`src/hdl/dmf_ram.sv`:
```
// generic simple dual-port ram with registered read
`default_nettype none
module dmf_ram #(
  parameter int WIDTH = 8,
  parameter int DEPTH = 16
) (
  input  wire logic                     clk_i,
  input  wire logic                     we_i,
  input  wire logic [$clog2(DEPTH)-1:0] waddr_i,
  input  wire logic [WIDTH-1:0]         wdata_i,
  input  wire logic [$clog2(DEPTH)-1:0] raddr_i,
  output logic      [WIDTH-1:0]         rdata_o
);

  logic [WIDTH-1:0] mem_q [DEPTH];

  always_ff @(posedge clk_i) begin
    if (we_i) begin
      mem_q[waddr_i] <= wdata_i;
    end
    rdata_o <= mem_q[raddr_i];
  end

endmodule
`default_nettype wire
```
`config.mk`:
```
export PLATFORM = sky130hd
export DESIGN_NAME = dmf_ram
export DESIGN_NICKNAME = d
export VERILOG_FILES = /design/src/hdl/dmf_ram.sv
export SDC_FILE = /design/constraint.sdc
export NUM_CORES = 1
export LEC_CHECK = 0
export BUFFER_PORTS_ARGS = -buffer_cell sky130_fd_sc_hd__clkbuf_2
export CORE_MARGIN = 8
export CORE_UTILIZATION = 40
export CTS_BUF_LIST = sky130_fd_sc_hd__clkbuf_8 sky130_fd_sc_hd__clkbuf_16
export CTS_CLUSTER_DIAMETER = 200
export DETAILED_ROUTE_END_ITERATION = 16
export REMOVE_ABC_BUFFERS = 1
export SYNTH_ARGS = -nofsm -noshare
export SYNTH_HDL_FRONTEND = slang
export SYNTH_SLANG_ARGS = --single-unit
```
`constraint.sdc`:
```
create_clock -name clk_i -period 2.7 [get_ports clk_i]
set_input_delay 0 -clock clk_i [delete_from_list [all_inputs] [get_ports clk_i]]
set_output_delay 0 -clock clk_i [all_outputs]
set_load 0.1 [all_outputs]
```
==> run_results.csv <==
group,metric,value,unit
synth,synth-xor-area-share,0,%
cts,cts_tree,"yes",
global_routing,grt_max_degree,25,
synth,synthSimpleGateAreaFrac,3.18,%
power_and_ir_drop,net-switching-power,1.00,mW
route,firstDrtPassIters,5,
synth,synth.area.top_cells,"edfxtp_1, mux4_2, mux4_1, dfxtp_1, a22oi_1",
power_and_ir_drop,p_per_area,780,nW/um2
flow_run,max-cap-violations,0,
timing,fin_tns_setup,0,ps
outcome,status,"complete, no violations",
timing,setup_viol,0,
synth,ys_seq_elements,136,
setup_path,cp.required,2990,ps
power_and_ir_drop,swShare,21.4,%
final_layout,diodes,0,
timing,worst_pin_slew,902,ps
setup_path,end_kind,"flip-flop",
setup_path,reg2reg_from,"mem_q[1][1]",
min_path,hp-start,"wdata_i[0]",
cts,htree_levels,4,
final_layout,final_cells,459,
floorplan,start_util,40.8,%
synth,synth_fa_ha_area_share,0,%
timing,hold_slack,18.9,ps
route,vias,2363,
route,drt_wl_total,9630,um
synth,synth_top_area_share,74.7,%
synth,yosysTopAreaCell,"edfxtp_1",
timing,fmax,0.718,GHz
global_routing,gr-usage-all-layers,12.8,%
timing,fin_ws,1310,ps
setup_path,crit_start,"mem_q[1][1]",
cts,post-cts-setup-buffers,0,
power_and_ir_drop,leakage,2.05,nW
floorplan,core-area,12600,um2
route,via_per_inst,5.15,
timing,period_share,51.6,%
floorplan,die_h,129,um
cts,cts_root_buf,"clkbuf_16",
floorplan,die_x,129,um
power_and_ir_drop,internal-power,3.69,mW
placement,gp_congestion,0.708,
cts,cts-buffers-inserted,17,
synth,synth_compound_area_share,2.33,%
cts,clockBufferDepth,2,
timing,slew_headroom,39.6,%
timing,fin_skew,7.68,ps
setup_path,path_max_fanout,1,
setup_path,crit_family,"multiplexers",
timing,period_needed,1390,ps
route,drtIter0Drc,185,
placement,io_buffers,25,
setup_path,path_buf_inv,0,
timing,rsz0062_at_grt,"no",
final_layout,nFillCells,1072,
setup_path,worstPathArrival,1680,ps
synth,synth_area,5150,um2
global_routing,gr-total-overflow,0,
min_path,hold_class,"primary input to flip-flop",
synth,synthDistinctLibCells,19,
timing,slew_violations,0,
power_and_ir_drop,power_frac_seq,50.6,%
final_layout,multiInputGateArea,1060,um2
floorplan,die-area,16800,um2
setup_path,path_cells,"mux4_1 > a22oi_1 > nand2_1",
setup_path,crit_type,"flip-flop to flip-flop",
timing,finalHoldViolCount,0,
synth,ys_warn_count,0,
cts,clock-sinks,136,
floorplan,row_count,41,
floorplan,io_pins,26,
synth,avgSynthCellArea,22.5,um2
synth,synth_top_family_by_area,"multiplexers",
final_layout,area_delta_synth_final,16.8,%
route,wire_per_inst,21.0,um
global_routing,grt_pass1_vias,2546,
cts,insertion_delay,410,ps
final_layout,final_layout_size_suffix_gt1_share,27.5,%
placement,dp_hpwl,6220,um
placement,dp_cells,426,
power_and_ir_drop,power_frac_comb,6.6,%
synth,synthMuxAreaShare,15.0,%
power_and_ir_drop,clock_power_share,42.8,%
setup_path,crit_slowest_cell,"mux4_1",
placement,dp_slack,911,ps
route,final_antenna_net_count,0,
setup_path,start_kind,"flip-flop",
final_layout,fin_nets,292,
route,drc,0,
global_routing,grt_antenna_before_repair,0,
power_and_ir_drop,irDropWorstVdd,0.564,mV
cts,cts.clk_slew.worst_paths,60,ps
setup_path,worst_path_largest_cell_delay,510,ps
synth,syn_inst,229,
global_routing,grt_pass1_wl,14800,um
final_layout,regArea,4000,um2
synth,synth_seq_area_share,77.8,%
cell usage after synthesis:
| cell type | number |
|---|---|
| mux4_1 | 14 |
| nor2b_1 | 1 |
| nor3_1 | 4 |
| buf_6 | 3 |
| nand3_1 | 1 |
| mux4_2 | 18 |
| and2_1 | 1 |
| buf_2 | 3 |
| buf_4 | 1 |
| a22oi_1 | 16 |
| nand2_1 | 9 |
| or3b_2 | 1 |
| clkdlybuf4s25_2 | 3 |
| dfxtp_1 | 8 |
| nor2_1 | 13 |
| edfxtp_1 | 128 |
| nand2b_1 | 2 |
| and2b_1 | 1 |
| nand3b_1 | 2 |
registers in the layout, indices dropped and copies added (netlist names):
name,flops
rdata_o,8
mem_q,128
final cells by class:
cell class,count,area share (%)
Sequential cell,136,66.6
Clock buffer,21,7.99
Multi-Input combinational cell,83,17.6
Timing Repair Buffer,36,3.50
Clock inverter,11,0.770
Tap cell,172,3.58
worst paths after layout:
path / endpoint / slack, ps / cells past startpoint
worst max-delay path: rdata_o[1] / 1310 / 3
worst max register to register: rdata_o[1] / 1310 / 3
worst min-delay path: mem_q[0][0] / 20 / 1
worst min register to register: rdata_o[1] / 670 / 3
worst reg2reg max path, cell delays in order (launching register included):
cell and delay (ps):
edfxtp_1 350, mux4_1 510, a22oi_1 330, nand2_1 80
what timing repair did:
action                                 4_1_cts  5_1_grt
gates resized for setup                      0        0
endpoints found under the hold margin        3        0
hold buffers                                 1        0
cells in the final DEF, fill, tap and decap left out, types with 2 or more instances in the layout:
cell / n
dfxtp_1: 8
clkbuf_2: 25
buf_4: 10
edfxtp_1: 128
nand2_1: 9
mux4_2: 18
nor3_1: 4
nand2b_1: 2
nor2_1: 13
mux4_1: 14
clkbuf_16: 17
a22oi_1: 16
inv_1: 7
clkinv_2: 4
nand3b_1: 2
clkbuf_8: 4
logic make-up (layout without fill, tap and decap cells):
| group | after synthesis | in the layout |
|---|---|---|
| compound gates | 16 | 16 |
| mux | 32 | 32 |
| buf+inv | 10 | 68 |
| flops | 136 | 136 |
| simple gates | 35 | 35 |
metal layers:
metal | vias up | share of wire (%) | GRT usage, %
met4 | 0 | 1.7 | 6.35
met3 | 11 | 6.1 | 4.07
met2 | 69 | 49 | 20.1
li1 | 1065 | - | -
met5 | - | 0 | 0
met1 | 1218 | 43 | 15.6
power by group through the flow:
stage	clock, mW	sequential [mW]	combinational [mW]
final	2.01	2.37	0.310
after global routing	2.11	2.38	0.332
after CTS	2.04	2.38	0.315
after detailed placement	0	2.42	0.314
after floorplan	0	2.52	0.0946
after global placement	0	2.42	0.309
per-stage QoR:
stage                     total power [mW]  area (um2)  utilization, %
after global routing                  4.82        6010            47.7
after CTS                             4.73        6010            47.7
after floorplan                       2.61        5060               -
after global placement                2.73        5480            43.4
final                                 4.69        6010            47.7
after detailed placement              2.73        5480            43.4
No activity file was read; power rests on OpenSTA's default activity.
